`config.mk`:
```
export PLATFORM = sky130hd
export DESIGN_NAME = compacting_entry_list
export DESIGN_NICKNAME = d
export VERILOG_FILES = /design/src/rtl/core/cel_pkg.sv /design/src/rtl/core/compacting_entry_list.sv
export SDC_FILE = /design/constraint.sdc
export NUM_CORES = 2
export LEC_CHECK = 0
export ABC_AREA = 1
export BUFFER_PORTS_ARGS = -buffer_cell sky130_fd_sc_hd__clkbuf_2
export CAP_MARGIN = 20
export CORE_UTILIZATION = 35
export CTS_CLUSTER_SIZE = 12
export DETAILED_ROUTE_END_ITERATION = 12
export HOLD_SLACK_MARGIN = 0.12
export PLACE_DENSITY = 0.59
export SKIP_LAST_GASP = 1
export SYNTH_ARGS = -nofsm -noshare
export SYNTH_HDL_FRONTEND = slang
export SYNTH_SLANG_ARGS = --single-unit
```
`constraint.sdc`:
```
create_clock -name clk -period 4.8 [get_ports clk]
set_input_delay 0 -clock clk [delete_from_list [all_inputs] [get_ports clk]]
set_output_delay 0 -clock clk [all_outputs]
set_load 0.03 [all_outputs]
```
`src/rtl/core/cel_pkg.sv`:
```
// Shared constants for the compacting entry list: request kinds, status codes,
// default sizes and port widths. No dependencies.
`timescale 1ns / 1ps

package cel_pkg;

  localparam int DEPTH_DEF       = 64;
  localparam int ENTRY_WIDTH_DEF = 32;

  localparam int POS_W   = 6;
  localparam int VAL_W   = 32;
  localparam int CNT_W   = 7;
  localparam int KIND_W  = 2;
  localparam int STAT_W  = 2;
  localparam int IN_DW   = 40;
  localparam int OUT_DW  = 40;

  typedef enum logic [KIND_W-1:0] {
    REQ_APPEND     = 2'd0,
    REQ_REMOVE_AT  = 2'd1,
    REQ_REMOVE_VAL = 2'd2,
    REQ_GET        = 2'd3
  } req_kind_t;

  typedef enum logic [STAT_W-1:0] {
    ST_OK        = 2'd0,
    ST_NOT_FOUND = 2'd1,
    ST_BAD_INDEX = 2'd2,
    ST_FULL      = 2'd3
  } status_t;

endpackage

```
`src/rtl/core/compacting_entry_list.sv`:
```
// Compacting entry list: ordered word list in a single-port-write, registered-read
// memory, driven by a small sequencer. Depends on cel_pkg.
// An append or a rejected request goes straight to the result; get reads one
// entry; remove at index shifts the entries above the position down; remove by
// value searches from the last entry down, then shifts the same tail.
// One item in flight; the one memory read port is walked one entry a cycle
// during search and shift. Sync active-low reset clears count and control;
// entry memory is not cleared.
`timescale 1ns / 1ps

module compacting_entry_list #(
  parameter int DEPTH       = cel_pkg::DEPTH_DEF,
  parameter int ENTRY_WIDTH = cel_pkg::ENTRY_WIDTH_DEF
) (
  input  logic                        clk,
  input  logic                        rst_n,
  input  logic                        in_tvalid,
  output logic                        in_tready,
  input  logic [cel_pkg::IN_DW-1:0]   in_tdata,   // [5:0] position, [37:6] item_value
  input  logic [cel_pkg::KIND_W-1:0]  in_tuser,   // [1:0] req_type
  output logic                        out_tvalid,
  input  logic                        out_tready,
  output logic [cel_pkg::OUT_DW-1:0]  out_tdata,  // [31:0] read_value, [38:32] entry_count
  output logic [cel_pkg::STAT_W-1:0]  out_tuser   // [1:0] status
);

  localparam int AW = (DEPTH > 1) ? $clog2(DEPTH) : 1;
  localparam int CW = $clog2(DEPTH + 1);

  typedef enum logic [7:0] {
    S_IDLE        = 8'b0000_0001,
    S_SCAN_PRIME  = 8'b0000_0010,
    S_SCAN_RUN    = 8'b0000_0100,
    S_SHIFT_PRIME = 8'b0000_1000,
    S_SHIFT_RUN   = 8'b0001_0000,
    S_GET_RD      = 8'b0010_0000,
    S_GET_DATA    = 8'b0100_0000,
    S_DONE        = 8'b1000_0000
  } state_t;

  state_t                       state_r, state_nxt;
  logic [CW-1:0]                count_r, count_nxt;
  logic [CW-1:0]                idx_r, idx_nxt;      // shift dest / scan compare index
  logic [ENTRY_WIDTH-1:0]       word_r, word_nxt;
  logic [cel_pkg::STAT_W-1:0]   res_status_r, res_status_nxt;
  logic [cel_pkg::VAL_W-1:0]    res_value_r, res_value_nxt;

  logic                         out_valid_r, out_valid_nxt;
  logic [cel_pkg::STAT_W-1:0]   out_status_r, out_status_nxt;
  logic [cel_pkg::VAL_W-1:0]    out_value_r, out_value_nxt;
  logic [cel_pkg::CNT_W-1:0]    out_count_r, out_count_nxt;

  logic [ENTRY_WIDTH-1:0]       mem [DEPTH];
  logic [ENTRY_WIDTH-1:0]       rdata_r;
  logic                         we;
  logic [AW-1:0]                wa, ra;
  logic [ENTRY_WIDTH-1:0]       wd;

  logic [cel_pkg::POS_W-1:0]    in_pos;
  logic [cel_pkg::VAL_W-1:0]    in_val;
  logic [63:0]                  in_val_ext, rdata_ext;
  logic [31:0]                  count_ext;
  logic                         accept, pos_ok, full, hit;
  logic [CW-1:0]                idx_inc;

  assign in_pos     = in_tdata[cel_pkg::POS_W-1:0];
  assign in_val     = in_tdata[cel_pkg::POS_W +: cel_pkg::VAL_W];
  assign in_val_ext = {32'd0, in_val};
  assign rdata_ext  = 64'(rdata_r);
  assign count_ext  = 32'(count_r);
  assign in_tready  = (state_r == S_IDLE);
  assign accept     = in_tvalid && in_tready;
  assign pos_ok     = 32'(in_pos) < count_ext;
  assign full       = count_ext >= 32'(DEPTH);
  assign hit        = (rdata_r == word_r);
  assign idx_inc    = idx_r + CW'(1);

  always_comb begin
    state_nxt      = state_r;
    count_nxt      = count_r;
    idx_nxt        = idx_r;
    word_nxt       = word_r;
    res_status_nxt = res_status_r;
    res_value_nxt  = res_value_r;
    out_valid_nxt  = out_valid_r && !out_tready;
    out_status_nxt = out_status_r;
    out_value_nxt  = out_value_r;
    out_count_nxt  = out_count_r;
    we             = 1'b0;
    wa             = count_r[AW-1:0];
    wd             = in_val_ext[ENTRY_WIDTH-1:0];
    ra             = idx_r[AW-1:0];

    case (state_r)
      S_IDLE: begin
        if (accept) begin
          word_nxt       = in_val_ext[ENTRY_WIDTH-1:0];
          idx_nxt        = CW'(in_pos);
          res_status_nxt = cel_pkg::ST_OK;
          res_value_nxt  = '0;
          state_nxt      = S_DONE;
          case (in_tuser)
            cel_pkg::REQ_APPEND: begin
              if (full) begin
                res_status_nxt = cel_pkg::ST_FULL;
              end else begin
                we        = 1'b1;
                count_nxt = count_r + CW'(1);
              end
            end
            cel_pkg::REQ_REMOVE_AT: begin
              if (!pos_ok) begin
                res_status_nxt = cel_pkg::ST_BAD_INDEX;
              end else begin
                count_nxt = count_r - CW'(1);
                state_nxt = S_SHIFT_PRIME;
              end
            end
            cel_pkg::REQ_REMOVE_VAL: begin
              if (count_r == '0) begin
                res_status_nxt = cel_pkg::ST_NOT_FOUND;
              end else begin
                idx_nxt   = count_r - CW'(1);
                state_nxt = S_SCAN_PRIME;
              end
            end
            default: begin
              if (!pos_ok) begin
                res_status_nxt = cel_pkg::ST_BAD_INDEX;
              end else begin
                state_nxt = S_GET_RD;
              end
            end
          endcase
        end
      end
      S_SCAN_PRIME: begin
        state_nxt = S_SCAN_RUN;
      end
      S_SCAN_RUN: begin
        // rdata holds entry idx; search runs downward so the first hit is the last match
        if (hit) begin
          count_nxt = count_r - CW'(1);
          state_nxt = S_SHIFT_PRIME;
        end else if (idx_r == '0) begin
          res_status_nxt = cel_pkg::ST_NOT_FOUND;
          state_nxt      = S_DONE;
        end else begin
          ra      = AW'(idx_r - CW'(1));
          idx_nxt = idx_r - CW'(1);
        end
      end
      S_SHIFT_PRIME: begin
        // count already holds the new length; dest idx runs up to count-1
        ra = AW'(idx_inc);
        if (idx_r < count_r) begin
          state_nxt = S_SHIFT_RUN;
        end else begin
          state_nxt = S_DONE;
        end
      end
      S_SHIFT_RUN: begin
        we      = 1'b1;
        wa      = idx_r[AW-1:0];
        wd      = rdata_r;
        idx_nxt = idx_inc;
        ra      = AW'(idx_inc + CW'(1));
        if (idx_inc >= count_r) begin
          state_nxt = S_DONE;
        end
      end
      S_GET_RD: begin
        state_nxt = S_GET_DATA;
      end
      S_GET_DATA: begin
        res_value_nxt = rdata_ext[cel_pkg::VAL_W-1:0];
        state_nxt     = S_DONE;
      end
      S_DONE: begin
        if (!out_valid_r || out_tready) begin
          out_valid_nxt  = 1'b1;
          out_status_nxt = res_status_r;
          out_value_nxt  = res_value_r;
          out_count_nxt  = count_ext[cel_pkg::CNT_W-1:0];
          state_nxt      = S_IDLE;
        end
      end
      default: begin
        state_nxt = S_IDLE;
      end
    endcase
  end

  always_ff @(posedge clk) begin
    if (!rst_n) begin
      state_r     <= S_IDLE;
      count_r     <= '0;
      out_valid_r <= 1'b0;
    end else begin
      state_r     <= state_nxt;
      count_r     <= count_nxt;
      out_valid_r <= out_valid_nxt;
    end
    idx_r        <= idx_nxt;
    word_r       <= word_nxt;
    res_status_r <= res_status_nxt;
    res_value_r  <= res_value_nxt;
    out_status_r <= out_status_nxt;
    out_value_r  <= out_value_nxt;
    out_count_r  <= out_count_nxt;
  end

  always_ff @(posedge clk) begin
    if (we) begin
      mem[wa] <= wd;
    end
    rdata_r <= mem[ra];
  end

  assign out_tvalid = out_valid_r;
  assign out_tuser  = out_status_r;
  assign out_tdata  = {1'b0, out_count_r, out_value_r};

  a_count_bound: assert property (@(posedge clk) disable iff (!rst_n)
    32'(count_r) <= 32'(DEPTH))
    else $error("entry count above capacity");

  a_shift_range: assert property (@(posedge clk) disable iff (!rst_n)
    (state_r == S_SHIFT_RUN) |-> (idx_r < count_r))
    else $error("shift destination past end of list");

  a_append_grows: assert property (@(posedge clk) disable iff (!rst_n)
    (accept && in_tuser == cel_pkg::REQ_APPEND && !full)
      |=> (count_r == $past(count_r) + CW'(1)))
    else $error("append did not grow the list");

  a_done_to_idle: assert property (@(posedge clk) disable iff (!rst_n)
    (state_r == S_DONE && out_tready) |=> (out_valid_r && state_r == S_IDLE))
    else $error("finished item not moved to output");

endmodule
```
==> metrics.md <==
| Metric | Value |
|---|---|
| Status | `finished clean` |
| Arrival time worst endpoint | `5.35 ns` |
| Internal Power | `0.0385 W` |
| Post-synth cell types | `50` |
| Final Skew | `0.0770 ns` |
| Post-route ant nets | `0` |
| Crit-path cells | `inv_2, nand2_1, nor2_1, nand2_4, nor2_1, o21bai_1, inv_8, nand2_1, nor2_4, buf_12, buf_12, buf_4, buf_4, nand2_1, nand3_1, nand3_1, nand3_1, nand3_1, nand3_1, nand2_1` |
| # Max-Cap Violations | `0` |
| Synth Register Bits | `2210` |
| P&R area growth vs syn | `14.4%` |
| Max VDD drop | `0.524 mV` |
| Async SR Flop Fraction | `0%` |
| Post-route minimum period | `4.63 ns` |
| Hold Path Cell Cnt | `4` |
| Rel. slew slack | `around 20%` |
| HP Start | `in_tdata[30]` |
| Sequential share of power | `34.7%` |
| Highest clock rate | `about 0.22 GHz` |
| Core area | `279000 um2` |
| Io pins | `90` |
| Final net count | `9707` |
| Worst hold-check path type | `in -> reg` |
| Worst Path Max Fanout | `41` |
| Via count | `68500` |
| CTS-repair resized insts | `0` |
| Hold Slack | `0.188 ns` |
| RR Endpoint | `rdata_r[4]$_DFF_P_` |
| WL per Instance | `21.7 um` |
| FF+latch area | `around 66000 um2` |
| Port Buf Inserts | `86` |
| Max-slew violations | `0` |
| Vias per cell | `approximately 5.1` |
| Post-Syn Instances | `9459` |
| Cells after DPL | `13000` |
| WL final | `294000 um` |
| Pwr Density | `576 nW/um2` |
| CTS root buffer | `clkbuf_16` |
| Synth warn | `0` |
| Cell family with most CP delay | `simple AND/OR/NAND/NOR gates` |
| Clk Latency, worst-skew pair | `around 0.9 ns` |
| Startpoint types | `register` |
| Initial Util | `a little over a third` |
| Initial DRC Count | `8447` |
| Endpoints failing setup | `0` |
| Clock transition at the registers of the reported paths | `~0.06 ns` |
| # rows | `194` |
| Setup TNS Final | `0 ns` |
| Postcts setup bufs | `0` |
| CP Buf/Inv Count | `6` |
| Seq/Total Area, Yosys | `67.1%` |
| Total Routing Usage GR | `20.4%` |
| CP Depth | `20` |
| Count of final hold-check violations | `0` |
| Worst r2r src | `state_r[6]$_SDFFE_PN0P_` |
| Pin count of the biggest net entering global routing | `130` |
| Logic pwr share | `39.7%` |
| Flop2flop setup slack | `roughly 0.17 ns` |
| Layout Utilization | `40.2%` |
| Die width | `532 um` |
| Post-Synthesis Net Count | `9531` |
| Area taken by multi-input logic gates | `around 22000 um2` |
| CP most frequent cell | `nand3_1` |
| Worst EP required | `5.52 ns` |
| Reg2reg path depth | `20` |
| Critical path's largest stage delay | `0.50 ns` |
| Overflow after GRT | `0` |
| Post-DP HPWL | `169000 um` |
| Net Switching | `0.0262 W` |
| H-tree depth | `4` |
| Critical-path top delay cell | `nand3_1` |
| Drt first pass iters | `6` |
| Setup CP Type | `reg -> reg` |
| Synth Flop Type | `edfxtp_1` |
| Non-filler cells, final | `13500` |
| Critical Path Sink Type | `register` |
| LEAKAGE | `46.7 nW` |
| Hold path endpoint | `mem[62][24]$_DFFE_PP_` |
| Mapped Area | `98200 um2` |
| First-pass GRT wire length | `432000 um` |
| Layout cells sized above 1 | `slightly above 8%` |
| TritonCTS Buffers | `roughly 230` |
| Clock power share | `25.6%` |
| Unrepaired setup endpoints after global routing | `no` |
| Vias in the first global route | `64700` |
| Final Cycle Share | `96.5%` |
| Initial antenna violation count | `9` |
| Die ar. | `between 200000 and 300000 um2` |
| Die Ht | `532 um` |
| Slew @ Worst Pin | `1.20 ns` |
| GP Congestion | `0.883` |
| Drt drc | `0` |
| Clock sinks | `2210` |
| CTS tree | `built` |
| EDFF count, synth | `2162` |
| Clock tree buffer depth | `3` |
| Syn_area_per_cell | `10.4 um2` |
| Sw Share | `between 40% and 50%` |
| Fill cell count | `26400` |
layout by cell type, fill, tap and decap left out, types with 5 or more instances in the layout:
cell type,n
dlygate4sd3_1,88
xnor2_1,23
dfxtp_1,48
nor2_1,92
clkbuf_2,86
clkinv_1,53
inv_2,20
a21oi_1,25
ha_1,26
o21ai_4,32
clkinv_2,21
bufinv_16,5
edfxtp_1,2162
xor2_1,14
clkbuf_16,231
clkbuf_8,6
o21ai_0,59
o221ai_1,5
nand3_1,1943
clkbuf_1,80
inv_1,2044
nor3_1,7
nand2_1,1981
nand4_1,329
nor2_4,67
buf_12,83
buf_4,218
power by group through the flow:
| stage | logic, W | clock network [W] | registers [W] |
|---|---|---|---|
| 5_1_grt | 0.0276 | 0.0175 | 0.0225 |
| 6_report | 0.0257 | 0.0166 | 0.0225 |
| 3_3_place_gp | 0.0250 | 0 | 0.0228 |
| 3_5_place_dp | 0.0252 | 0 | 0.0228 |
| 2_1_floorplan | 0.0158 | 0 | 0.0227 |
| 4_1_cts | 0.0254 | 0.0168 | 0.0224 |
registers in the layout, summed over array words and instances, names as in the netlist, 7 cells and up:
| register | flops |
|---|---|
| word_r | 32 |
| state_r | 8 |
| idx_r | 7 |
| rdata_r | 32 |
| res_value_r | 32 |
| out_count_r | 7 |
| count_r | 7 |
| mem | 2048 |
| out_value_r | 32 |
logic make-up after synthesis:
family,share of synthesized area [%]
other,0.00382
DFF,67.1
AOI/OAI and AO/OA,0.821
xor gates and xnor gates,0.330
adders and majority gates,0.331
and+or+nand+nor,20.4
buffers and inverters,11.0
final cells by class:
type,count,share of cell area (%)
Multi-Input combinational cell,4649,20.0
Clock inverter,91,0.605
Timing Repair Buffer,477,4.15
Tap cell,3724,4.15
Clock buffer,317,5.49
Sequential cell,2210,58.7
Antenna cell,4,0.00891
Inverter,2071,6.95
worst max-delay path by stage:
stage                            startpoint                   end  slack [ns]
floorplan           state_r[6]$_SDFFE_PN0P_  mem[14][0]$_DFFE_PP_       -0.28
global placement         idx_r[0]$_DFFE_PP_    rdata_r[4]$_DFF_P_        0.43
detailed placement       idx_r[0]$_DFFE_PP_    rdata_r[4]$_DFF_P_        0.35
CTS                 state_r[6]$_SDFFE_PN0P_    rdata_r[4]$_DFF_P_        0.35
global route        state_r[6]$_SDFFE_PN0P_    rdata_r[4]$_DFF_P_        0.05
finish              state_r[6]$_SDFFE_PN0P_    rdata_r[4]$_DFF_P_        0.17
per-stage QoR:
| step | cell area (um2) | power, W | worst slack [ns] |
|---|---|---|---|
| CTS | 112000 | 0.0646 | 0.353 |
| floorplan | 98200 | 0.0384 | -0.280 |
| finish | 112000 | 0.0647 | 0.169 |
| global placement | 104000 | 0.0478 | 0.427 |
| global route | 112000 | 0.0676 | 0.0519 |
| detailed placement | 104000 | 0.0480 | 0.352 |
repair_timing:
action | CTS | global route
hold buffers | 88 | 0
setup endpoints to repair | 0 | 0
hold endpoints to repair | 1256 | 0
synthesized netlist by cell type, types with 2 or more instances:
cell type	n	share of area, %
dfxtp_1	48	0.98
inv_1	2045	7.8
nand3_2	3	0.031
nand4_1	329	2.1
clkinv_1	2	0.0076
buf_8	16	0.24
o31ai_1	2	0.015
ha_1	26	0.33
nor3_1	7	0.036
buf_1	19	0.073
inv_2	23	0.088
o311ai_0	2	0.018
edfxtp_1	2162	66
buf_2	239	1.2
nor2_2	4	0.025
nand2_1	1982	7.6
a211oi_1	3	0.023
nor4_1	4	0.025
xnor2_1	23	0.21
xor2_1	14	0.12
nand3_1	1943	9.9
nand2_2	4	0.025
o221ai_1	5	0.045
buf_6	50	0.57
clkbuf_1	152	0.58
o211ai_1	4	0.031
buf_4	51	0.39
o21ai_0	91	0.46
nor2_1	157	0.60
a21oi_1	28	0.14
o2111ai_1	2	0.018
layer usage:
| metal | GRT usage, % | vias to the layer above | share of wire, % |
|---|---|---|---|
| li1 | - | 31500 | - |
| met1 | 28.2 | 33300 | 42 |
| met2 | 31.7 | 3220 | 45 |
| met3 | 3.75 | 525 | 9.4 |
| met4 | 7.79 | 0 | 4.0 |
| met5 | 0 | - | 0 |
worst reg2reg max path, cell delays in order, from the launching register on:
cell	delay [ns]
dfxtp_1	0.35
inv_2	0.05
nand2_1	0.15
nor2_1	0.10
nand2_4	0.27
nor2_1	0.12
o21bai_1	0.32
inv_8	0.31
nand2_1	0.15
nor2_4	0.31
buf_12	0.21
buf_12	0.23
buf_4	0.33
buf_4	0.23
nand2_1	0.08
nand3_1	0.08
nand3_1	0.09
nand3_1	0.13
nand3_1	0.16
nand3_1	0.50
nand2_1	0.26
Power figures use the tool's default switching activity.
